--- src/sv/vad_pkg.sv ---
// Package: word types, opcodes and shared constants of the vector ALU.
`timescale 1ns / 1ps
package vad_pkg;

   localparam int FIELD_BITS = 16;
   localparam int DIST_BITS  = 25;

   localparam logic [2:0] OP_ADD  = 3'd0;
   localparam logic [2:0] OP_SUB  = 3'd1;
   localparam logic [2:0] OP_MUL  = 3'd2;
   localparam logic [2:0] OP_DIV  = 3'd3;
   localparam logic [2:0] OP_EQ   = 3'd4;
   localparam logic [2:0] OP_DIST = 3'd5;

   typedef struct packed {
      logic [2:0]            opcode;
      logic [FIELD_BITS-1:0] a_x;
      logic [FIELD_BITS-1:0] a_y;
      logic [FIELD_BITS-1:0] a_z;
      logic [FIELD_BITS-1:0] b_x;
      logic [FIELD_BITS-1:0] b_y;
      logic [FIELD_BITS-1:0] b_z;
   } req_type;

   typedef struct packed {
      logic [FIELD_BITS-1:0] res_x;
      logic [FIELD_BITS-1:0] res_y;
      logic [FIELD_BITS-1:0] res_z;
      logic                  equal;
      logic [DIST_BITS-1:0]  distance;
      logic                  div_by_zero;
   } rsp_type;

   // control that rides along the pipeline
   typedef struct packed {
      logic       valid;
      logic [2:0] opcode;
      logic       equal;
      logic       div_by_zero;
   } ctl_type;

endpackage

--- src/sv/vad_prep.sv ---
// Front end: lane arithmetic, equality, squared differences and their sum.
`timescale 1ns / 1ps
module vad_prep
   import vad_pkg::*;
#(
   parameter int CW   = 16,
   parameter int RADW = 36
) (
   input  logic                           clock,
   input  logic                           reset,
   input  logic                           adv,
   input  logic                           req_valid,
   input  req_type                        req_data,
   output ctl_type                        ctl_o,
   output logic [2:0][FIELD_BITS-1:0]     res_o,
   output logic [2:0][CW-1:0]             a_o,
   output logic [2:0][CW-1:0]             b_o,
   output logic [RADW-1:0]                rad_o
);

   localparam int SUMW = 2 * CW + 2;

   logic [2:0][CW-1:0]         a_in, b_in;
   logic [2:0][FIELD_BITS-1:0] res_in;
   logic [2:0][2*CW-1:0]       sq_in;
   ctl_type                    ctl_in;

   ctl_type                    ctl1_ff, ctl2_ff;
   logic [2:0][CW-1:0]         a1_ff, b1_ff, a2_ff, b2_ff;
   logic [2:0][FIELD_BITS-1:0] res1_ff, res2_ff;
   logic [2:0][2*CW-1:0]       sq1_ff;
   logic [RADW-1:0]            rad2_ff;
   logic [SUMW-1:0]            sum_in;

   always_comb begin
      logic [CW-1:0]   d;
      logic [CW-1:0]   r;
      logic [2*CW-1:0] p;
      a_in[0] = req_data.a_x[CW-1:0];
      a_in[1] = req_data.a_y[CW-1:0];
      a_in[2] = req_data.a_z[CW-1:0];
      b_in[0] = req_data.b_x[CW-1:0];
      b_in[1] = req_data.b_y[CW-1:0];
      b_in[2] = req_data.b_z[CW-1:0];
      for (int i = 0; i < 3; i++) begin
         d = (a_in[i] >= b_in[i]) ? a_in[i] - b_in[i] : b_in[i] - a_in[i];
         sq_in[i] = d * d;
         p = a_in[i] * b_in[i];
         case (req_data.opcode)
            OP_ADD:  r = a_in[i] + b_in[i];
            OP_SUB:  r = a_in[i] - b_in[i];
            OP_MUL:  r = p[CW-1:0];
            default: r = '0;
         endcase
         res_in[i] = FIELD_BITS'(r);
      end
      ctl_in.valid       = req_valid;
      ctl_in.opcode      = req_data.opcode;
      ctl_in.equal       = (req_data.opcode == OP_EQ) && (a_in == b_in);
      ctl_in.div_by_zero = (req_data.opcode == OP_DIV) &&
                           ((b_in[0] == '0) || (b_in[1] == '0) || (b_in[2] == '0));
   end

   assign sum_in = SUMW'(sq1_ff[0]) + SUMW'(sq1_ff[1]) + SUMW'(sq1_ff[2]);

   always_ff @(posedge clock) begin
      if (reset) begin
         ctl1_ff.valid <= 1'b0;
         ctl2_ff.valid <= 1'b0;
      end else if (adv) begin
         ctl1_ff <= ctl_in;
         a1_ff   <= a_in;
         b1_ff   <= b_in;
         res1_ff <= res_in;
         sq1_ff  <= sq_in;
         ctl2_ff <= ctl1_ff;
         a2_ff   <= a1_ff;
         b2_ff   <= b1_ff;
         res2_ff <= res1_ff;
         // radicand is the sum scaled by 4^frac
         rad2_ff <= RADW'(sum_in) << (RADW - SUMW);
      end
   end

   assign ctl_o = ctl2_ff;
   assign res_o = res2_ff;
   assign a_o   = a2_ff;
   assign b_o   = b2_ff;
   assign rad_o = rad2_ff;

endmodule

--- config.mk ---
export PLATFORM = sky130hd
export DESIGN_NAME = vad_prep
export DESIGN_NICKNAME = d
export VERILOG_FILES = /design/src/sv/vad_pkg.sv /design/src/sv/vad_prep.sv
export SDC_FILE = /design/constraint.sdc
export NUM_CORES = 2
export LEC_CHECK = 0
export ABC_CLOCK_PERIOD_IN_PS = 59500
export BUFFER_PORTS_ARGS = -buffer_cell sky130_fd_sc_hd__buf_2
export CAP_MARGIN = 20
export CORE_AREA = 2 2 306 308
export DETAILED_ROUTE_END_ITERATION = 8
export DIE_AREA = 0 0 308 310
export GPL_TIMING_DRIVEN = 1
export MAX_ROUTING_LAYER = met4
export PLACE_DENSITY = 0.78
export SKIP_LAST_GASP = 1
export SLEW_MARGIN = 5
export SYNTH_ARGS = -nofsm -noshare
export SYNTH_HDL_FRONTEND = slang
export SYNTH_SLANG_ARGS = --single-unit
--- constraint.sdc ---
create_clock -name clock -period 59.5 [get_ports clock]
set_input_delay 2.975 -clock clock [delete_from_list [all_inputs] [get_ports clock]]
set_output_delay 2.975 -clock clock [all_outputs]
set_load 0.03 [all_outputs]
==> key figures <==
Clock network
  • Reg clk slew, reported paths: 0.07 ns
  • TritonCTS buffer count: 48
  • CTS Hold Buffers Added: 0
  • H-tree depth: 2
  • Sink Count: 427
  • Clk root buf: clkbuf_16
  • Clk_lat worst skew: 0.66 ns
  • Longest Clk Path Bufs: 3
  • Setup Buffers After CTS: 0
  • Gates resized, CTS repair: 0
  • CTS tree: built

Timing
  • Setup_tns: 0 ns
  • Final period util: 21.6%
  • Max Slew Vio Count: 0
  • Final period demand of the worst path: 12.88 ns
  • Max-slew headroom: 23.1%
  • Setup Skew: 0.0415 ns
  • Hold slack: 0.393 ns
  • Final hold vios: 0
  • PnR worst setup slack: 46.62 ns
  • Max Fclk: 77.7 MHz
  • Setup violators final: 0
  • RSZ-0062 raised after global routing: no
  • Worst-margin pin slew: 1.15 ns

Synth
  • Most used flip-flop cell after synthesis: edfxtp_1
  • Top-area cell type share of the netlist area: 27.9%
  • Post-synth EDFFs: 425
  • Number of library cell types mapped by synthesis: 101
  • Seq/Total Area, Yosys: 23.2%
  • Cells after Synth: 5589
  • Yosys warns: 0
  • Post-synthesis register bit count: 427
  • Top cells by area, synth: fa_1 28%, edfxtp_1 23%, ha_1 14%
  • Share of flip-flops with an asynchronous set or reset: 0%
  • Syn_area_per_cell: 9.85 sq um
  • Post-synth top cells: 1160 x inv_1, 768 x fa_1, 607 x ha_1
  • Largest area contributor in the netlist: fa_1
  • Top-count cell post-synth: inv_1
  • Synth Cell Area: 55100 sq um

Critical path
  • R2R setup slack: 55.35 ns
  • WS Path Type: primary input to register
  • Crit path capture type: register
  • Critical Path Source Type: primary input
  • Worst EP arrival: 13.26 ns
  • Reg-to-Reg Start: sq1_ff[4]
  • CP delay by family, top: adder cells
  • Reg2Reg Depth: 11
  • Worst R2R End: rad_o[31]
  • Data required, critical path: 59.89 ns
  • Crit path max-delay cell type: xnor2_1
  • CP Buf/Inv Count: 10
  • CP max stage delay: 0.90 ns
  • Crit-path max FO: 19

Global route
  • Tot GR Track Use: 33.3%
  • Initial antenna violation count: 1
  • Vias in the first global route: 42400
  • Wire length of the first global-routing pass: 236 mm
  • Pin count of the biggest net entering global routing: 77
  • GRT overflow: 0

Cells and area
  • Multi-input logic area: 37100 sq um
  • Nets: 7298
  • Fin cells: 7057
  • Share of cells above drive strength 1: 9.23%
  • FF/Latch Area: 12800 sq um
  • Area delta synth->final: 7.54%
  • Layout fillers: 7475

Routing
  • DR pass1 iterations: 6
  • WL/cell: 21.4 um
  • Vias: 41000
  • Routed vias/inst: 5.80
  • Routed Antenna Nets: 0
  • DRC: 0
  • Final WL: 151 mm
  • Iter 0 DRT Violations: 3663

Placed design
  • Routability congestion estimate: 1.03
  • Port bufs: 286
  • DP HPWL: 121 mm
  • Pre-CTS WS: 46.09 ns
  • Placed Instances: 6966

Die
  • Initial Util: 59.5%
  • Core area: 92500 sq um
  • Rows: 112
  • Width of the die: 308 um
  • Die footprint: 95500 sq um
  • Die Y: 310 um
  • Ports: 289

Min path
  • Worst Hold End: res_o[40]
  • Min-delay worst type: register to register
  • Hold_sp: res1_ff[40]
  • Worst Hold Path Cells: 0

Run
  • Max Cap Viol: 0

Status
  • Status: complete, no violations
[final cells by class]
cell class	count	share of cell area (%)
Multi-Input combinational cell	3816	62.7
Sequential cell	427	21.6
Inverter	1202	7.62
Timing Repair Buffer	325	2.91
Tap cell	1197	2.53
Clock buffer	52	2.05
Clock inverter	37	0.615
Antenna cell	1	0.00422
[per-layer routing]
layer  up-vias  wire, um  part of all wire [%]  track usage (%)
met5         -         0                     0                -
met4         0      6960                   4.6             13.1
met3       391     14800                   9.8             7.24
met2      2026     68900                    46             50.8
met1     20300     60600                    40             43.6
li1      18300         -                     -                -
[sequential cells by signal, indices dropped and copies added (netlist names), 34 cells and up]
register / cells
res1_ff: 48
b1_ff: 48
a_o: 48
a1_ff: 48
sq1_ff: 93
rad_o: 34
b_o: 48
res_o: 48
[worst reg2reg max path, cell delays in order (launching register included)]
cell	delay, ns
edfxtp_1	0.41
fa_1	0.49
ha_1	0.32
inv_1	0.08
o21bai_1	0.11
a2111oi_0	0.65
o21ai_0	0.34
o21ai_0	0.41
a21oi_1	0.19
o221ai_1	0.34
o21ai_0	0.13
a22oi_1	0.44
[worst max-delay path by stage]
| stage | startpoint | to | slack, ns | cells after the start |
|---|---|---|---|---|
| finish | req_data[32] | sq1_ff[30] | 46.62 | 36 |
| detailed placement | req_data[33] | sq1_ff[30] | 46.09 | 34 |
| global placement | req_data[32] | sq1_ff[30] | 46.10 | 36 |
| CTS | req_data[32] | sq1_ff[30] | 46.74 | 36 |
| global route | req_data[32] | sq1_ff[30] | 46.08 | 36 |
| floorplan | reset | a1_ff[0] | 36.48 | 1 |
[cells by family after synthesis]
kind of cell	count (synthesis)	share of synthesized area, %
and+or+nand+nor	1320	10.2
DFF	427	23.2
muxes	41	0.881
adders and majority gates	1375	41.7
AOI/OAI and AO/OA	767	9.24
buffers and inverters	1350	9.46
other	1	0.00681
xor gates and xnor gates	308	5.29
[cells in the final DEF, fill, tap and decap left out, types with 120 or more instances in the layout]
cell / instances
ha_1: 607
fa_1: 768
nor2_1: 527
nand2_1: 524
xnor2_1: 211
edfxtp_1: 425
inv_1: 1160
o21ai_0: 120
buf_2: 286
a21oi_1: 229
[stage by stage]
stage                     instance area [sq um]  util [%]
final                                     59200      64.0
after floorplan                           55100         -
after detailed placement                  57600      62.3
after global routing                      59200      64.0
after CTS                                 59200      64.0
after global placement                    57600      62.3
Power is left out: the tool's default activity adds up to more than one toggle a clock period on the data nets, which glitch-free logic cannot reach.
