$ cat config.mk
export PLATFORM = sky130hd
export DESIGN_NAME = vad_cell
export DESIGN_NICKNAME = d
export VERILOG_FILES = /design/src/sv/vad_pkg.sv /design/src/sv/vad_cell.sv
export SDC_FILE = /design/constraint.sdc
export NUM_CORES = 1
export LEC_CHECK = 0
export CORE_AREA = 3 3 231 233
export CTS_CLUSTER_SIZE = 12
export DETAILED_ROUTE_END_ITERATION = 10
export DIE_AREA = 0 0 234 236
export DONT_BUFFER_PORTS = 1
export GPL_TIMING_DRIVEN = 0
export PLACE_DENSITY = 0.43
export SLEW_MARGIN = 20
export SYNTH_ARGS = -nofsm -noshare
export SYNTH_HDL_FRONTEND = slang
export SYNTH_SLANG_ARGS = --single-unit
$ cat constraint.sdc
create_clock -name clock -period 14.8 [get_ports clock]
set_clock_uncertainty 0.15 [all_clocks]
set_input_delay 1.48 -clock clock [delete_from_list [all_inputs] [get_ports clock]]
set_output_delay 1.48 -clock clock [all_outputs]
set_load 0.02 [all_outputs]
$ cat src/sv/vad_pkg.sv
// Package: word types, opcodes and shared constants of the vector ALU.
`timescale 1ns / 1ps
package vad_pkg;

   localparam int FIELD_BITS = 16;
   localparam int DIST_BITS  = 25;

   localparam logic [2:0] OP_ADD  = 3'd0;
   localparam logic [2:0] OP_SUB  = 3'd1;
   localparam logic [2:0] OP_MUL  = 3'd2;
   localparam logic [2:0] OP_DIV  = 3'd3;
   localparam logic [2:0] OP_EQ   = 3'd4;
   localparam logic [2:0] OP_DIST = 3'd5;

   typedef struct packed {
      logic [2:0]            opcode;
      logic [FIELD_BITS-1:0] a_x;
      logic [FIELD_BITS-1:0] a_y;
      logic [FIELD_BITS-1:0] a_z;
      logic [FIELD_BITS-1:0] b_x;
      logic [FIELD_BITS-1:0] b_y;
      logic [FIELD_BITS-1:0] b_z;
   } req_type;

   typedef struct packed {
      logic [FIELD_BITS-1:0] res_x;
      logic [FIELD_BITS-1:0] res_y;
      logic [FIELD_BITS-1:0] res_z;
      logic                  equal;
      logic [DIST_BITS-1:0]  distance;
      logic                  div_by_zero;
   } rsp_type;

   // control that rides along the pipeline
   typedef struct packed {
      logic       valid;
      logic [2:0] opcode;
      logic       equal;
      logic       div_by_zero;
   } ctl_type;

endpackage

$ cat src/sv/vad_cell.sv
// One chain cell: a restoring divide step per lane (when DIV_EN is set) and one square root digit.
`timescale 1ns / 1ps
module vad_cell
   import vad_pkg::*;
#(
   parameter int CW     = 16,
   parameter int RB     = 25,
   parameter bit DIV_EN = 1'b1
) (
   input  logic                       clock,
   input  logic                       reset,
   input  logic                       adv,
   input  ctl_type                    ctl_i,
   input  logic [2:0][FIELD_BITS-1:0] res_i,
   input  logic [2:0][CW-1:0]         b_i,
   input  logic [2:0][CW-1:0]         rem_i,
   input  logic [2:0][CW-1:0]         dq_i,
   input  logic [2*RB-1:0]            rad_i,
   input  logic [RB-1:0]              root_i,
   input  logic [RB+1:0]              srem_i,
   output ctl_type                    ctl_o,
   output logic [2:0][FIELD_BITS-1:0] res_o,
   output logic [2:0][CW-1:0]         b_o,
   output logic [2:0][CW-1:0]         rem_o,
   output logic [2:0][CW-1:0]         dq_o,
   output logic [2*RB-1:0]            rad_o,
   output logic [RB-1:0]              root_o,
   output logic [RB+1:0]              srem_o
);

   logic [2:0][CW-1:0] rem_in, dq_in;
   logic [2*RB-1:0]    rad_in;
   logic [RB-1:0]      root_in;
   logic [RB+1:0]      srem_in;

   ctl_type                    ctl_ff;
   logic [2:0][FIELD_BITS-1:0] res_ff;
   logic [2:0][CW-1:0]         b_ff, rem_ff, dq_ff;
   logic [2*RB-1:0]            rad_ff;
   logic [RB-1:0]              root_ff;
   logic [RB+1:0]              srem_ff;

   always_comb begin
      logic [CW:0]   t, df;
      logic [RB+1:0] sr, trial;
      logic          ge;
      for (int i = 0; i < 3; i++) begin
         // zero divisor yields all ones without special handling
         t  = {rem_i[i], dq_i[i][CW-1]};
         df = t - {1'b0, b_i[i]};
         ge = (t >= {1'b0, b_i[i]});
         if (DIV_EN) begin
            rem_in[i] = ge ? df[CW-1:0] : t[CW-1:0];
            dq_in[i]  = {dq_i[i][CW-2:0], ge};
         end else begin
            rem_in[i] = rem_i[i];
            dq_in[i]  = dq_i[i];
         end
      end
      sr      = {srem_i[RB-1:0], rad_i[2*RB-1 -: 2]};
      trial   = {root_i, 2'b01};
      ge      = (sr >= trial);
      srem_in = ge ? sr - trial : sr;
      root_in = {root_i[RB-2:0], ge};
      rad_in  = rad_i << 2;
   end

   always_ff @(posedge clock) begin
      if (reset) begin
         ctl_ff.valid <= 1'b0;
      end else if (adv) begin
         ctl_ff  <= ctl_i;
         res_ff  <= res_i;
         b_ff    <= b_i;
         rem_ff  <= rem_in;
         dq_ff   <= dq_in;
         rad_ff  <= rad_in;
         root_ff <= root_in;
         srem_ff <= srem_in;
      end
   end

   assign ctl_o  = ctl_ff;
   assign res_o  = res_ff;
   assign b_o    = b_ff;
   assign rem_o  = rem_ff;
   assign dq_o   = dq_ff;
   assign rad_o  = rad_ff;
   assign root_o = root_ff;
   assign srem_o = srem_ff;

endmodule

==> out/qor.yml, run 1 <==
critPathLaunchType: "primary input"
timing.final.crit_share: 0.279
synth_top_area_frac: 0.646
final_area_um2: 16100
dp_slack_ps: 10120
synth_area_leaders: "edfxtp_1 (65%), ha_1 (6.8%), inv_1 (2.7%)"
worst_pin_slew_ps: 851
synthCells: 1001
critPathCaptureType: "flip-flop"
post_cts_resized: 0
p_int_mw: 1.63
drtPass1Iterations: 4
p_leak_nw: 5.98
hold_class: "reg2reg"
ant_nets: 0
drc: 0
worst_path_max_delay_cell: "o41ai_1"
io_pins: 603
cts.reportedPaths.clkPinSlew_ps: 60
yosys.area.top_type: "edfxtp_1"
synth_ff_type: "edfxtp_1"
grt_setup_unrepaired: "false"
final_cell_mix: "edfxtp_1 (297), inv_1 (101), ha_1 (75)"
crit_chain: "inv_1, ha_1, a21oi_1, nor2b_1, o21a_1, nor4_1, a31oi_1, o41ai_1, clkbuf_1, o21ai_0"
gp_congestion: 0.789
via_count: 8181
synth_cell_types: 68
critPathRequiredTime_ps: 14900
syn_area_um2: 13800
peakVddDrop_mv: 0.0713
crit_end: "rem_o[34]$_DFFE_PP_"
port_buffers: 0
area_growth_pct: 16.3
post-route-min-period_ps: 4130
rrSetupSlack_ps: 13940
multi_input_area_um2: 4400
hold_viol_final: 0
worst_slack_ps: 10670
wl_per_cell_um: 22.9
die_x_um: 234
r2r.worst_path.cells: 2
via_per_inst: 4.66
avgSynthCellArea_um2: 13.8
timing.hold.ws_ps: 473
core_area_um2: 51400
startpoint: "b_i[42]"
synthArstFlopShare: 0
drive_above_1_share: 0.113
worstPathArrival_ps: 4230
dp_hpwl_mm: 32.6
cts_root_buf: "clkbuf_16"
die_h_um: 236
rows: 83
regArea_um2: 8940
slew_headroom: 0.425
grt-ovfl-total: 0
worstSetupPathType: "in2reg"
max-clock-path-buffers: 3
worstPathMaxFanout: 10
swShare: 0.268
seqPwrFrac: 0.506
report.final.setup_viol: 0
grt_pass1_wl_mm: 56.7
final_common_cell: "edfxtp_1"
timing.rr.end: "ctl_o[5]$_SDFFE_PP0P_"
antennaDiodeCount: 0
drtIter0Drc: 386
seq_area_frac_synth: 0.647
p_comb_frac: 0.117
status: "completed"
p_per_area_nw_per_um2: 139
power.switching_mw: 0.598
cap_violations: 0
numCtsBuffers: 35
hold_buffers: 0
ys_warn_count: 0
cpPeakStageDelay_ps: 790
grt_max_degree: 31
grtUsageTotal: 0.138
ys_ff_latch: 298
p_clk_frac: 0.377
nets: 1432
clock_latency_ps: 520
timing.fmax_ghz: 0.242
placed_area_um2: 14900
grt_antenna_before_repair: 1
post-cts-setup-buffers: 0
cts_tree: "yes"
fill_cells: 5097
initial_core_util: 0.269
grt_pass1_vias: 8449
cts_max_level: 2
fp.dieArea_um2: 55200
cts_sinks: 298
tns_ps: 0
synth-edff-count: 297
routed_wl_mm: 40.2
r2r_start: "ctl_o[5]$_SDFFE_PP0P_"
utilization: 0.312
drv_slew: 0
-- routing by layer --
| metal | vias up | wire (um) | track usage |
|---|---|---|---|
| met4 | 2 | 817 | 0.0360 |
| li1 | 3818 | - | - |
| met5 | - | 13 | 0 |
| met2 | 364 | 20800 | 0.248 |
| met1 | 3948 | 14400 | 0.143 |
| met3 | 49 | 4240 | 0.0658 |
-- worst max-delay path, delay by kind of cell --
family                   cells  cell delay, ps
buffers and inverters        2             510
adder cells (fa/ha/maj)      1             340
AO/OA/AOI/OAI                5            1610
AND/OR/NAND/NOR              2             290
-- synth_stat cells, drive strengths merged (8+ instances only) --
cell type and instances:
xnor2 39, mux2 37, nand4 12, ha 75, nand2 73, a21o 23, edfxtp 297, nor2b 11
and3 8, nand3 12, inv 101, xor2 18, o21ai 62, nor2 39, nor3 11, o21a 8
clkbuf 14, a21oi 56
-- final cells by class --
| type | count | share of cell area |
|---|---|---|
| Buffer | 20 | 0.00662 |
| Clock buffer | 47 | 0.0587 |
| Clock inverter | 15 | 0.0108 |
| Inverter | 101 | 0.0236 |
| Multi-Input combinational cell | 583 | 0.274 |
| Sequential cell | 298 | 0.557 |
| Tap cell | 680 | 0.0530 |
| Timing Repair Buffer | 12 | 0.0168 |
-- kinds of logic (layout without fill, tap and decap cells) --
logic type,count (synthesis),count (layout),synth area share
AOI/OAI and AO/OA,210,210,0.102
xor gates and xnor gates,57,57,0.0361
adders and majority gates,78,78,0.0723
buffers and inverters,121,195,0.0351
DFF,298,298,0.647
muxes,44,44,0.0412
other,1,2,0.000271
and+or+nand+nor,192,192,0.0662
-- through the flow --
| stage | power (mW) | std cells |
|---|---|---|
| final | 2.23 | 1756 |
| after global routing | 2.34 | 1756 |
| after CTS | 2.27 | 1756 |
| after detailed placement | 1.41 | 1694 |
| after global placement | 1.42 | 1682 |
| after floorplan | 1.34 | 1002 |
-- power groups by stage --
stage / registers [mW] / logic (mW) / clock network [mW]
floorplan: 1.14 / 0.200 / 0
global placement: 1.16 / 0.253 / 0
detailed placement: 1.15 / 0.264 / 0
CTS: 1.13 / 0.266 / 0.876
global route: 1.13 / 0.295 / 0.913
finish: 1.13 / 0.262 / 0.842
-- worst min-delay path by stage --
stage | endpoint | startpoint | cells past startpoint
CTS | ctl_o[5]$_SDFFE_PP0P_ | ctl_o[5]$_SDFFE_PP0P_ | 2
global route | ctl_o[5]$_SDFFE_PP0P_ | ctl_o[5]$_SDFFE_PP0P_ | 2
floorplan | ctl_o[5]$_SDFFE_PP0P_ | ctl_o[5]$_SDFFE_PP0P_ | 2
detailed placement | ctl_o[5]$_SDFFE_PP0P_ | ctl_o[5]$_SDFFE_PP0P_ | 2
global placement | ctl_o[5]$_SDFFE_PP0P_ | ctl_o[5]$_SDFFE_PP0P_ | 2
finish | ctl_o[5]$_SDFFE_PP0P_ | ctl_o[5]$_SDFFE_PP0P_ | 2
-- sequential cells by signal, indices dropped and copies added, names as in the netlist --
| name | flops |
|---|---|
| b_o | 48 |
| ctl_o | 6 |
| dq_o | 48 |
| rad_o | 48 |
| rem_o | 48 |
| res_o | 48 |
| root_o | 25 |
| srem_o | 27 |
Power figures use the tool's default switching activity.
==> inputs of run 2 (changes only) <==
ABC_AREA = 1   (was default)
CORE_AREA = 3 3 233 235   (was 3 3 231 233)
DIE_AREA = 0 0 236 238   (was 0 0 234 236)
PLACE_DENSITY = 0.45   (was 0.43)
clock period = 3.51 ns   (was 14.8 ns; I/O delays follow)
==> run 2 against run 1 <==
Against the previous run: power grew to 4.3 times the previous value; register-to-register slack worse by 12000 ps; final area increased by 25%; sequential power grew to 4.2 times the previous value; highest routed layer is now met4; sequential cell count stayed put; critical path type unchanged; routed wire length is 31% higher; clock power grew to 4.1 times the previous value; worst hold slack lost 410 ps; critical endpoint is now dq_o[25]$_DFFE_PP_; worst setup slack worse by 9900 ps; sequential share of layout area fell by 11 points; cell count up 45%.
==> out/qor.yml, run 2 <==
synthArstFlopShare: 0
p_comb_frac: 0.154
drtPass1Iterations: 5
final_cell_mix: "nand2_1 (464), edfxtp_1 (297), dlygate4sd3_1 (294)"
cap_violations: 0
utilization: 0.382
p_per_area_nw_per_um2: 484
power.switching_mw: 2.76
ys_ff_latch: 298
worstPathArrival_ps: 2810
grt_pass1_wl_mm: 77.5
syn_area_um2: 14900
worstPathMaxFanout: 28
critPathRequiredTime_ps: 3570
post-route-min-period_ps: 2740
cts.reportedPaths.clkPinSlew_ps: 60
p_clk_frac: 0.354
grt_antenna_before_repair: 8
timing.final.crit_share: 0.781
cts_sinks: 298
drive_above_1_share: 0.0561
synth_area_leaders: "edfxtp_1 (60%), nand2_1 (12%), ha_1 (6.3%)"
dp_hpwl_mm: 40.1
worstSetupPathType: "in2reg"
synth_common_cells: "nand2_1 (464), edfxtp_1 (297), inv_1 (247), nand3_1 (111)"
die_h_um: 238
placed_area_um2: 16000
avgSynthCellArea_um2: 9.97
critPathCaptureType: "flip-flop"
drc: 0
die_x_um: 236
worst_pin_slew_ps: 652
synth_most_common_cell: "nand2_1"
dp_slack_ps: 689
worst_slack_ps: 767
gp_congestion: 0.880
seqPwrFrac: 0.492
hold_buffers: 294
fill_cells: 5123
peakVddDrop_mv: 0.236
max-clock-path-buffers: 3
p_int_mw: 6.94
routed_wl_mm: 52.7
multi_input_area_um2: 4900
nets: 2218
slew_headroom: 0.561
numCtsBuffers: 35
cts_root_buf: "clkbuf_16"
cts_tree: "yes"
final_area_um2: 20100
tns_ps: 0
synth-edff-count: 297
port_buffers: 0
via_per_inst: 4.62
hold_viol_final: 0
synth_ff_type: "edfxtp_1"
area_growth_pct: 34.7
post_cts_resized: 0
critPathLaunchType: "primary input"
synth_top_area_frac: 0.599
post-cts-setup-buffers: 0
core_area_um2: 52400
yosys.area.top_type: "edfxtp_1"
grtUsageTotal: 0.181
p_leak_nw: 8.71
grt-ovfl-total: 0
timing.fmax_ghz: 0.365
drtIter0Drc: 791
clock_latency_ps: 520
cts_max_level: 2
grt_setup_unrepaired: "false"
report.final.setup_viol: 0
rows: 84
regArea_um2: 8940
grt_pass1_vias: 12144
initial_core_util: 0.284
ant_nets: 0
fp.dieArea_um2: 56200
final_common_cell: "nand2_1"
via_count: 11761
io_pins: 603
status: "completed"
seq_area_frac_synth: 0.600
synthCells: 1493
ys_warn_count: 0
synth_cell_types: 37
swShare: 0.284
timing.hold.ws_ps: 63.3
drv_slew: 0
hold_class: "in2reg"
grt_max_degree: 29
wl_per_cell_um: 20.7
run 2: cell count changes in the layout (fill, tap and decap cells not counted), moves of 17 or more:
cell / previous run / this run
nand2_1: 73 / 464
dlygate4sd3_1: 0 / 294
inv_1: 101 / 246
nand3_1: 12 / 111
nor2_1: 39 / 74
xnor2_1: 39 / 7
o21ai_0: 60 / 31
mux2_4: 22 / 0
clkbuf_1: 25 / 6
a21o_1: 23 / 6
run 2: kinds of logic after synthesis:
group / after synthesis / share of synthesized area
AO/OA/AOI/OAI: 101 / 0.0373
XOR/XNOR: 38 / 0.0224
adder cells (fa/ha/maj): 78 / 0.0671
buffers and inverters: 267 / 0.0715
flip-flops: 298 / 0.600
other: 1 / 0.000252
AND/OR/NAND/NOR: 710 / 0.201
run 2: layout make-up:
| type | count | area share |
|---|---|---|
| multi-input combinational | 929 | 0.244 |
| timing repair buffer | 306 | 0.160 |
| inverter | 248 | 0.0470 |
| tap | 688 | 0.0429 |
| clock inverter | 17 | 0.00830 |
| sequential | 298 | 0.446 |
| antenna | 5 | 0.000624 |
| clock buffer | 38 | 0.0442 |
| buffer | 19 | 0.00668 |
run 2: final timing paths:
path,from,endpoint,slack (ps),depth (start not counted)
hold / removal,rad_i[49],srem_o[1]$_DFFE_PP_,60,2
hold reg to reg,ctl_o[5]$_SDFFE_PP0P_,ctl_o[5]$_SDFFE_PP0P_,1000,3
setup / recovery,adv,dq_o[25]$_DFFE_PP_,770,8
setup reg to reg,ctl_o[5]$_SDFFE_PP0P_,ctl_o[5]$_SDFFE_PP0P_,2070,3
run 2: metrics by stage:
| step | total power [mW] | std cells |
|---|---|---|
| after floorplan | 5.64 | 1494 |
| after global placement | 6.05 | 2182 |
| after detailed placement | 6.05 | 2194 |
| after CTS | 9.83 | 2543 |
| after global routing | 10.2 | 2547 |
| final | 9.70 | 2548 |
run 2: worst max-delay path, cell delays in order:
cell	delay, ps
dlygate4sd3_1	690
inv_12	40
nor2_4	530
buf_12	280
buf_12	220
buf_12	220
buf_12	220
buf_16	180
run 2: layer usage:
layer	GRT usage	share of wire	vias up	wire length [um]
met3	0.0505	0.074	88	3900
met2	0.324	0.51	474	27000
met4	0.0632	0.032	0	1700
li1	-	-	5631	-
met5	0	0	-	0
met1	0.206	0.38	5568	20100
run 2: power groups by stage:
| stage | clock network [mW] | logic (mW) | registers, mW |
|---|---|---|---|
| final | 3.43 | 1.50 | 4.77 |
| after global routing | 3.70 | 1.69 | 4.79 |
| after CTS | 3.55 | 1.50 | 4.78 |
| after detailed placement | 0 | 1.20 | 4.85 |
| after global placement | 0 | 1.16 | 4.89 |
| after floorplan | 0 | 0.874 | 4.77 |
